`src/rtl/ffba_pkg.sv`:
```
// ----------------------------------------------------------------------------
// ffba_pkg
// Shared sizes, codes and beat types of the first-fit block allocator.
// ----------------------------------------------------------------------------
package ffba_pkg;

	localparam int MAX_BLOCKS  = 8;
	localparam int MAX_ENTRIES = 16;
	localparam int SIZE_BITS   = 16;

	localparam int TAG_W       = 16;
	localparam int FIELD_W     = 16;
	localparam int BIDX_OUT_W  = 3;
	localparam int BLK_IDX_W   = (MAX_BLOCKS > 1) ? $clog2(MAX_BLOCKS) : 1;
	localparam int BLK_CNT_W   = $clog2(MAX_BLOCKS + 1);
	localparam int ENT_IDX_W   = (MAX_ENTRIES > 1) ? $clog2(MAX_ENTRIES) : 1;
	localparam int ENT_CNT_W   = $clog2(MAX_ENTRIES + 1);

	typedef enum logic [1:0] {
		OP_ADD     = 2'd0,
		OP_ALLOC   = 2'd1,
		OP_RELEASE = 2'd2
	} ffba_op_t;

	typedef enum logic [1:0] {
		ST_OK       = 2'd0,
		ST_NOFIT    = 2'd1,
		ST_NOTFOUND = 2'd2,
		ST_FULL     = 2'd3
	} ffba_status_t;

	typedef struct packed {
		logic [1:0]         operation;
		logic [FIELD_W-1:0] amount;
		logic [TAG_W-1:0]   release_tag;
	} ffba_req_t;

	typedef struct packed {
		ffba_status_t          status;
		logic [TAG_W-1:0]      alloc_tag;
		logic [BIDX_OUT_W-1:0] block_index;
		logic [FIELD_W-1:0]    size_moved;
	} ffba_rsp_t;

	typedef struct packed {
		logic                 valid;
		logic [TAG_W-1:0]     tag;
		logic [BLK_IDX_W-1:0] blk;
		logic [SIZE_BITS-1:0] size;
	} ffba_entry_t;

	typedef struct packed {
		logic load;
		logic sub;
		logic add;
	} ffba_blk_cmd_t;

	function automatic logic [SIZE_BITS-1:0] to_size(input logic [FIELD_W-1:0] a);
		logic [SIZE_BITS+FIELD_W-1:0] ext;
		ext = {{SIZE_BITS{1'b0}}, a};
		return ext[SIZE_BITS-1:0];
	endfunction

	function automatic logic [FIELD_W-1:0] from_size(input logic [SIZE_BITS-1:0] s);
		logic [SIZE_BITS+FIELD_W-1:0] ext;
		ext = {{FIELD_W{1'b0}}, s};
		return ext[FIELD_W-1:0];
	endfunction

	function automatic logic [BIDX_OUT_W-1:0] to_bidx(input logic [BLK_IDX_W-1:0] b);
		logic [BLK_IDX_W+BIDX_OUT_W-1:0] ext;
		ext = {{BIDX_OUT_W{1'b0}}, b};
		return ext[BIDX_OUT_W-1:0];
	endfunction

endpackage

```
`src/rtl/first_fit_block_allocator.sv`:
```
// ----------------------------------------------------------------------------
// first_fit_block_allocator
// First-fit allocator over a row of block cells and a row of entry cells.
// ----------------------------------------------------------------------------
// The block handles one request beat at a time. An add beat writes its
// result straight into the pending result register. An allocate beat sends a
// search token down the row of block cells, one cell per clock, and stops at
// the first cell whose remaining capacity covers the request. A release beat
// sends a token down the row of entry cells the same way. The request side
// stalls from acceptance until the response is latched into the output
// register, and a finished response may wait there while the next request is
// already being taken. Live entries stay packed at the low cells in order of
// creation, so the first match the token meets is the oldest entry with that
// tag; releasing it slides every cell above it down by one in the same clock.
// Operation code 3 is swallowed with no response.
// ----------------------------------------------------------------------------
module first_fit_block_allocator import ffba_pkg::*; (
	input  logic      clk,
	input  logic      arst_n,
	input  logic      req_valid,
	output logic      req_stall,
	input  ffba_req_t req,
	output logic      rsp_valid,
	input  logic      rsp_stall,
	output ffba_rsp_t rsp
);

	typedef enum logic [1:0] {
		S_IDLE,
		S_BSCAN,
		S_ESCAN,
		S_RESP
	} state_t;

	state_t state_q;

	logic [BLK_CNT_W-1:0] blk_cnt_q;
	logic [ENT_CNT_W-1:0] ent_cnt_q;
	logic [TAG_W-1:0]     next_tag_q;
	logic [SIZE_BITS-1:0] amt_q;
	logic [TAG_W-1:0]     rtag_q;
	ffba_rsp_t            res_q;
	ffba_rsp_t            rsp_q;
	logic                 rsp_valid_q;

	logic                 req_acc;
	logic [SIZE_BITS-1:0] amt_in;
	logic                 rsp_load;

	// block row
	logic [MAX_BLOCKS:0]   blk_tok;
	logic [MAX_BLOCKS-1:0] blk_pass;
	logic [MAX_BLOCKS-1:0] blk_hit;
	logic [MAX_BLOCKS-1:0] blk_live;
	ffba_blk_cmd_t         blk_cmd [MAX_BLOCKS];
	logic [SIZE_BITS-1:0]  blk_val;
	logic                  blk_any;
	logic [BLK_IDX_W-1:0]  blk_hit_idx;

	// entry row
	logic [MAX_ENTRIES:0]   ent_tok;
	logic [MAX_ENTRIES-1:0] ent_pass;
	logic [MAX_ENTRIES-1:0] ent_hit;
	logic [MAX_ENTRIES-1:0] ent_wr;
	logic [MAX_ENTRIES-1:0] ent_shift;
	ffba_entry_t            ent_out [MAX_ENTRIES];
	ffba_entry_t            ent_up  [MAX_ENTRIES];
	ffba_entry_t            ent_new;
	ffba_entry_t            ent_sel;
	logic                   ent_any;
	logic [ENT_IDX_W-1:0]   ent_hit_idx;
	logic                   ent_full;

	logic add_commit;
	logic alloc_commit;
	logic rel_commit;

	assign req_stall = (state_q != S_IDLE);
	assign req_acc   = req_valid && !req_stall;
	assign amt_in    = to_size(req.amount);
	assign rsp_valid = rsp_valid_q;
	assign rsp       = rsp_q;

	// move the pending result into the output register once that is free
	assign rsp_load  = (state_q == S_RESP) && (!rsp_valid_q || !rsp_stall);

	assign ent_full = (ent_cnt_q == ENT_CNT_W'(MAX_ENTRIES));

	// inject tokens at the head of each row on acceptance
	assign blk_tok[0] = req_acc && (req.operation == OP_ALLOC);
	assign ent_tok[0] = req_acc && (req.operation == OP_RELEASE);

	// commits: each one touches exactly the cells it names
	assign add_commit   = req_acc && (req.operation == OP_ADD) &&
	                      (blk_cnt_q < BLK_CNT_W'(MAX_BLOCKS));
	assign alloc_commit = (state_q == S_BSCAN) && blk_any && !ent_full;
	assign rel_commit   = (state_q == S_ESCAN) && ent_any;

	// encode the one-hot hit of each row
	always_comb begin
		blk_hit_idx = '0;
		for (int i = 0; i < MAX_BLOCKS; i++) begin
			if (blk_hit[i]) begin
				blk_hit_idx = blk_hit_idx | BLK_IDX_W'(i);
			end
		end
	end

	always_comb begin
		ent_hit_idx = '0;
		ent_sel     = '0;
		for (int i = 0; i < MAX_ENTRIES; i++) begin
			if (ent_hit[i]) begin
				ent_hit_idx = ent_hit_idx | ENT_IDX_W'(i);
				ent_sel     = ffba_entry_t'(ent_sel | ent_out[i]);
			end
		end
	end

	assign blk_any = |blk_hit;
	assign ent_any = |ent_hit;

	// one value bus serves load, subtract and give-back; one commit per clock
	always_comb begin
		if (add_commit) begin
			blk_val = amt_in;
		end else if (alloc_commit) begin
			blk_val = amt_q;
		end else begin
			blk_val = ent_sel.size;
		end
	end

	assign ent_new = '{valid: 1'b1, tag: next_tag_q, blk: blk_hit_idx, size: amt_q};

	for (genvar g = 0; g < MAX_BLOCKS; g++) begin : g_blk
		assign blk_live[g]     = (BLK_CNT_W'(g) < blk_cnt_q);
		assign blk_cmd[g].load = add_commit && (blk_cnt_q == BLK_CNT_W'(g));
		assign blk_cmd[g].sub  = alloc_commit && blk_hit[g];
		assign blk_cmd[g].add  = rel_commit && (ent_sel.blk == BLK_IDX_W'(g));

		ffba_blk_cell u_cell (
			.clk      (clk),
			.arst_n   (arst_n),
			.cmd      (blk_cmd[g]),
			.value    (blk_val),
			.request  (amt_q),
			.live     (blk_live[g]),
			.token_in (blk_tok[g]),
			.pass     (blk_pass[g]),
			.hit      (blk_hit[g])
		);

		assign blk_tok[g+1] = blk_pass[g];
	end

	for (genvar g = 0; g < MAX_ENTRIES; g++) begin : g_ent
		assign ent_wr[g]    = alloc_commit && (ent_cnt_q == ENT_CNT_W'(g));
		assign ent_shift[g] = rel_commit && (ENT_IDX_W'(g) >= ent_hit_idx);

		if (g == MAX_ENTRIES - 1) begin : g_top
			assign ent_up[g] = '0;
		end else begin : g_mid
			assign ent_up[g] = ent_out[g+1];
		end

		ffba_ent_cell u_cell (
			.clk      (clk),
			.arst_n   (arst_n),
			.wr       (ent_wr[g]),
			.wr_data  (ent_new),
			.shift    (ent_shift[g]),
			.up       (ent_up[g]),
			.key      (rtag_q),
			.token_in (ent_tok[g]),
			.ent      (ent_out[g]),
			.pass     (ent_pass[g]),
			.hit      (ent_hit[g])
		);

		assign ent_tok[g+1] = ent_pass[g];
	end

	// sequencer: counters, pending result and the output register
	always_ff @(posedge clk or negedge arst_n) begin
		if (!arst_n) begin
			state_q     <= S_IDLE;
			blk_cnt_q   <= '0;
			ent_cnt_q   <= '0;
			next_tag_q  <= '0;
			amt_q       <= '0;
			rtag_q      <= '0;
			res_q       <= '0;
			rsp_q       <= '0;
			rsp_valid_q <= 1'b0;
		end else begin
			// load a new response, or drop the old one once it has been taken
			if (rsp_load) begin
				rsp_q       <= res_q;
				rsp_valid_q <= 1'b1;
			end else if (rsp_valid_q && !rsp_stall) begin
				rsp_valid_q <= 1'b0;
			end

			case (state_q)
				S_IDLE: begin
					if (req_acc) begin
						case (req.operation)
							OP_ADD: begin
								if (add_commit) begin
									blk_cnt_q <= blk_cnt_q + 1'b1;
									res_q <= '{status: ST_OK, alloc_tag: '0,
									           block_index: to_bidx(blk_cnt_q[BLK_IDX_W-1:0]),
									           size_moved: from_size(amt_in)};
								end else begin
									res_q <= '{status: ST_FULL, alloc_tag: '0,
									           block_index: '0, size_moved: '0};
								end
								state_q <= S_RESP;
							end
							OP_ALLOC: begin
								amt_q   <= amt_in;
								state_q <= S_BSCAN;
							end
							OP_RELEASE: begin
								rtag_q  <= req.release_tag;
								state_q <= S_ESCAN;
							end
							default: begin
								state_q <= S_IDLE;
							end
						endcase
					end
				end

				S_BSCAN: begin
					if (blk_any) begin
						if (ent_full) begin
							res_q <= '{status: ST_FULL, alloc_tag: '0,
							           block_index: '0, size_moved: '0};
						end else begin
							ent_cnt_q  <= ent_cnt_q + 1'b1;
							next_tag_q <= next_tag_q + 1'b1;
							res_q <= '{status: ST_OK, alloc_tag: next_tag_q,
							           block_index: to_bidx(blk_hit_idx),
							           size_moved: from_size(amt_q)};
						end
						state_q <= S_RESP;
					end else if (blk_tok[MAX_BLOCKS]) begin
						res_q <= '{status: ST_NOFIT, alloc_tag: '0,
						           block_index: '0, size_moved: '0};
						state_q <= S_RESP;
					end
				end

				S_ESCAN: begin
					if (ent_any) begin
						ent_cnt_q <= ent_cnt_q - 1'b1;
						res_q <= '{status: ST_OK, alloc_tag: rtag_q,
						           block_index: to_bidx(ent_sel.blk),
						           size_moved: from_size(ent_sel.size)};
						state_q <= S_RESP;
					end else if (ent_tok[MAX_ENTRIES]) begin
						res_q <= '{status: ST_NOTFOUND, alloc_tag: rtag_q,
						           block_index: '0, size_moved: '0};
						state_q <= S_RESP;
					end
				end

				S_RESP: begin
					// hold the result until the output register is free
					if (rsp_load) begin
						state_q <= S_IDLE;
					end
				end

				default: begin
					state_q <= S_IDLE;
				end
			endcase
		end
	end

endmodule

```
`src/rtl/ffba_blk_cell.sv`:
```
// ----------------------------------------------------------------------------
// ffba_blk_cell
// One block slot: remaining capacity and a search token stage.
// ----------------------------------------------------------------------------
module ffba_blk_cell import ffba_pkg::*; (
	input  logic                 clk,
	input  logic                 arst_n,
	input  ffba_blk_cmd_t        cmd,
	input  logic [SIZE_BITS-1:0] value,
	input  logic [SIZE_BITS-1:0] request,
	input  logic                 live,
	input  logic                 token_in,
	output logic                 pass,
	output logic                 hit
);

	logic [SIZE_BITS-1:0] rem_q;
	logic                 token_q;
	logic                 fits;

	always_ff @(posedge clk) begin
		if (cmd.load) begin
			rem_q <= value;
		end else if (cmd.sub) begin
			rem_q <= rem_q - value;
		end else if (cmd.add) begin
			rem_q <= rem_q + value;
		end
	end

	always_ff @(posedge clk or negedge arst_n) begin
		if (!arst_n) begin
			token_q <= 1'b0;
		end else begin
			token_q <= token_in;
		end
	end

	assign fits = live && (request <= rem_q);
	assign hit  = token_q && fits;
	assign pass = token_q && !fits;

endmodule

```
`src/rtl/ffba_ent_cell.sv`:
```
// ----------------------------------------------------------------------------
// ffba_ent_cell
// One allocation slot: entry fields, tag match and a search token stage.
// ----------------------------------------------------------------------------
module ffba_ent_cell import ffba_pkg::*; (
	input  logic             clk,
	input  logic             arst_n,
	input  logic             wr,
	input  ffba_entry_t      wr_data,
	input  logic             shift,
	input  ffba_entry_t      up,
	input  logic [TAG_W-1:0] key,
	input  logic             token_in,
	output ffba_entry_t      ent,
	output logic             pass,
	output logic             hit
);

	logic                 valid_q;
	logic [TAG_W-1:0]     tag_q;
	logic [BLK_IDX_W-1:0] blk_q;
	logic [SIZE_BITS-1:0] size_q;
	logic                 token_q;
	logic                 match;

	// close the gap left by a released entry: take the upper neighbour
	always_ff @(posedge clk or negedge arst_n) begin
		if (!arst_n) begin
			valid_q <= 1'b0;
			token_q <= 1'b0;
		end else begin
			token_q <= token_in;
			if (shift) begin
				valid_q <= up.valid;
			end else if (wr) begin
				valid_q <= 1'b1;
			end
		end
	end

	always_ff @(posedge clk) begin
		if (shift) begin
			tag_q  <= up.tag;
			blk_q  <= up.blk;
			size_q <= up.size;
		end else if (wr) begin
			tag_q  <= wr_data.tag;
			blk_q  <= wr_data.blk;
			size_q <= wr_data.size;
		end
	end

	assign match = valid_q && (tag_q == key);
	assign hit   = token_q && match;
	assign pass  = token_q && !match;
	assign ent   = '{valid: valid_q, tag: tag_q, blk: blk_q, size: size_q};

endmodule
```
`config.mk`:
```
export PLATFORM = sky130hd
export DESIGN_NAME = first_fit_block_allocator
export DESIGN_NICKNAME = d
export VERILOG_FILES = /design/src/rtl/ffba_pkg.sv /design/src/rtl/first_fit_block_allocator.sv /design/src/rtl/ffba_blk_cell.sv /design/src/rtl/ffba_ent_cell.sv
export SDC_FILE = /design/constraint.sdc
export NUM_CORES = 2
export LEC_CHECK = 0
export BUFFER_PORTS_ARGS = -buffer_cell sky130_fd_sc_hd__buf_4
export CORE_MARGIN = 2
export CORE_UTILIZATION = 43
export DETAILED_ROUTE_END_ITERATION = 8
export GPL_ROUTABILITY_DRIVEN = 0
export PLACE_DENSITY = 0.57
export SETUP_SLACK_MARGIN = 0.1
export SLEW_MARGIN = 20
export SYNTH_ARGS = -nofsm -noshare
export SYNTH_HDL_FRONTEND = slang
export SYNTH_SLANG_ARGS = --single-unit
```
`constraint.sdc`:
```
create_clock -name clk -period 8.85 [get_ports clk]
set_input_delay 0.4425 -clock clk [delete_from_list [all_inputs] [get_ports clk]]
set_output_delay 0.4425 -clock clk [all_outputs]
set_load 0.005 [all_outputs]
```
==> results.toml <==
[route]
drt-initial-drc-count = 5520
wire_per_inst_um = 27.0
ant_nets = 0
firstDrtPassIters = 8
vias_per_cell = 6.00
totalWireLength_mm = 191
dr_total_vias = 42492
drc_errors = 0

[place]
dp_hpwl_mm = 128
pre_cts_ws_ns = 0.890
port_buffers = 76

[synth]
ys_types = 98
syn-cell-area_sq_um = 52500
yosys_warnings = 0
synth_mux_area_share_pct = 5.37
postSynth.asyncResetShare_pct = 20.2
syn_nets = 5622
synth-edff-count = 653
synth_fa_ha_area_share_pct = 6.79
synth.top_cells.by_count = "1162 x nand2_1, 653 x edfxtp_1, 305 x o21ai_0"
synth-seq-cells = 862
postSynthCellCount = 5304
yosys.area_share.simple_pct = 15.4
synth_top_area_share_pct = 37.4
synth_area_leaders = "edfxtp_1 37%, nand2_1 8.3%, dfrtp_1 8.3%"
syn-mean-instance-area_sq_um = 9.89
yosysSeqAreaShare_pct = 47.0
synth_xor_area_share_pct = 7.48
synth-compound-area-share_pct = 13.1
ys.flop_type = "edfxtp_1"
post-synth-top-count-cell = "nand2_1"
synth_top_area_cell = "edfxtp_1"
synth_top_family_by_area = "simple AND/OR/NAND/NOR gates"

[worst_setup_path]
critPathMaxStageDelay_ns = 0.98
crit_fanout = 20
cp_slowest_cell = "dfrtp_1"
worstSetupPathType = "reg2reg"
crit_arrival_ns = 8.66
required_ns = 9.35
cp-start-kind = "register"
cp-end-kind = "register"

[floorplan]
start_util_pct = 43.2
num_rows = 128
io_pins = 77
die_x_um = 353
fp.dieH_um = 353
die_area_sq_um = 125000
coreArea_sq_um = 121000

[min_path]
hold_class = "in2reg"

[grt]
grt_usage_pct = 30.0
grt_overflow = 0
grt_max_degree = 149
antenna_found_initial = 5
grt_pass1_vias = 40127
grt_pass1_wl_mm = 278

[layout]
nets = 5681
drive_gt1_share_pct = 13.9
area_growth_pct = 12.1

[clock_tree]
cts_made_buffers = 100
clk_latency_ns = 0.75
cts_resized = 0
clock-sinks = 862
htreeDepth = 3
cts_tree = "done"
clk_pin_slew_ns = 0.06
cts_buffer_depth = 3
cts_root_buf = "clkbuf_16"

[pwr]
total_power_mw = 17.4
leakage_nw = 23.9
power_density_nw_per_um2 = 296
ir_drop_mv = 0.211

[timing]
fin_crit_ns = 8.16
slew_headroom_pct = 16.5
worst_slack_ns = 0.691
totalNegativeSetupSlack_ns = 0
setup_violations = 0
period_share_pct = 92.2
slew_viol_final = 0
fin_worst_skew_ns = 0.0708
hold_slack_ns = 0.0546
worst_pin_slew_ns = 1.25
fmax_mhz = 123
rsz0062_at_grt = "false"
hold_violations = 0

[outcome]
status = "completed"

[flow_run]
maxCapViolCount = 0
flip-flops by register name, indices dropped and copies added (netlist names):
signal,count
state_q,2
g_ent.u_cell.valid_q,16
rtag_q,16
amt_q,16
ent_cnt_q,5
g_ent.u_cell.token_q,16
g_blk.u_cell.token_q,8
g_ent.u_cell.tag_q,256
next_tag_q,16
blk_cnt_q,4
rsp,37
rsp_valid,1
g_blk.u_cell.rem_q,128
g_ent.u_cell.blk_q,48
res_q,37
g_ent.u_cell.size_q,256
report_power, final:
group          leakage [nW]  internal [mW]  total [mW]  switching (mW)
clock                  1.62           2.32        4.18            1.86
sequential             8.50           5.01        5.51           0.498
combinational          13.8           3.17        7.70            4.53
total                  23.9           10.5        17.4            6.89
final cells by class:
cell class | count | area [sq um]
Clock buffer | 136 | 2800
Antenna cell | 5 | 12.5
Sequential cell | 862 | 24700
Clock inverter | 52 | 467
Timing Repair Buffer | 297 | 2450
Tap cell | 1625 | 2030
Multi-Input combinational cell | 3883 | 25600
Inverter | 219 | 822
Fill cell | 11325 | 62600
cell families (layout without fill, tap and decap cells):
kind of cell             count (synthesis)  in the layout
AO/OA/AOI/OAI                         1052           1052
multiplexers                           255            255
other                                    0              5
flip-flops                             862            862
buffers and inverters                  559            704
AND/OR/NAND/NOR                       1848           1848
adder cells (fa/ha/maj)                280            280
XOR/XNOR                               448            448
per-stage QoR:
stage | std cells | utilization [%] | instance area [sq um]
2_1_floorplan | 5304 | - | 52500
3_3_place_gp | 6861 | 45.5 | 55300
3_5_place_dp | 6861 | 45.5 | 55300
4_1_cts | 7073 | 48.4 | 58800
5_1_grt | 7074 | 48.4 | 58800
6_report | 7079 | 48.4 | 58800
what timing repair did:
item / 4_1_cts / 5_1_grt
buffers inserted: 0 / 0
hold buffers: 24 / 0
hold endpoints to repair: 49 / 0
critical path: cells and delay by family, from the launching register on:
kind | cells | cell delay [ns]
simple gates | 9 | 2.29
xor+xnor | 2 | 0.32
buf+inv | 2 | 0.32
fa+ha+maj | 3 | 0.97
compound gates | 12 | 3.04
flops | 1 | 0.98
final timing paths:
check	startpoint	to	slack, ns	cells past startpoint
min	req[21]	amt_q[5]	0.05	3
min in group asynchronous	arst_n	g_ent[11].u_cell.token_q	0.16	2
max reg2reg	amt_q[11]	g_blk[0].u_cell.rem_q[15]	0.69	28
min reg2reg	res_q[33]	res_q[33]	0.47	2
max in group asynchronous	arst_n	next_tag_q[14]	7.40	3
max	amt_q[11]	g_blk[0].u_cell.rem_q[15]	0.69	28
routing by layer:
layer	share of wire (%)	global-route usage, %	vias up
met1	44	44.6	20850
li1	-	-	18851
met3	12	6.26	362
met2	41	43.2	2429
met4	3.3	10.1	0
met5	0	0	-
cells in the final DEF, fill, tap and decap left out, drive strengths merged, types with 27 or more instances in the layout:
| cell type | count |
|---|---|
| a21o | 55 |
| clkinv | 46 |
| nor2 | 244 |
| dfrtp | 174 |
| nand3 | 85 |
| a221oi | 56 |
| buf | 272 |
| mux2 | 212 |
| edfxtp | 653 |
| xor2 | 153 |
| nor3 | 56 |
| a22o | 57 |
| ha | 272 |
| nor2b | 34 |
| nand4 | 68 |
| a22oi | 74 |
| nor4 | 39 |
| o31ai | 27 |
| xnor2 | 295 |
| and3 | 59 |
| clkbuf | 137 |
| nand2 | 1165 |
| mux2i | 43 |
| a21boi | 51 |
| o21ai | 331 |
| a21oi | 273 |
| dfxtp | 35 |
| inv | 220 |
Power figures use the tool's default switching activity.
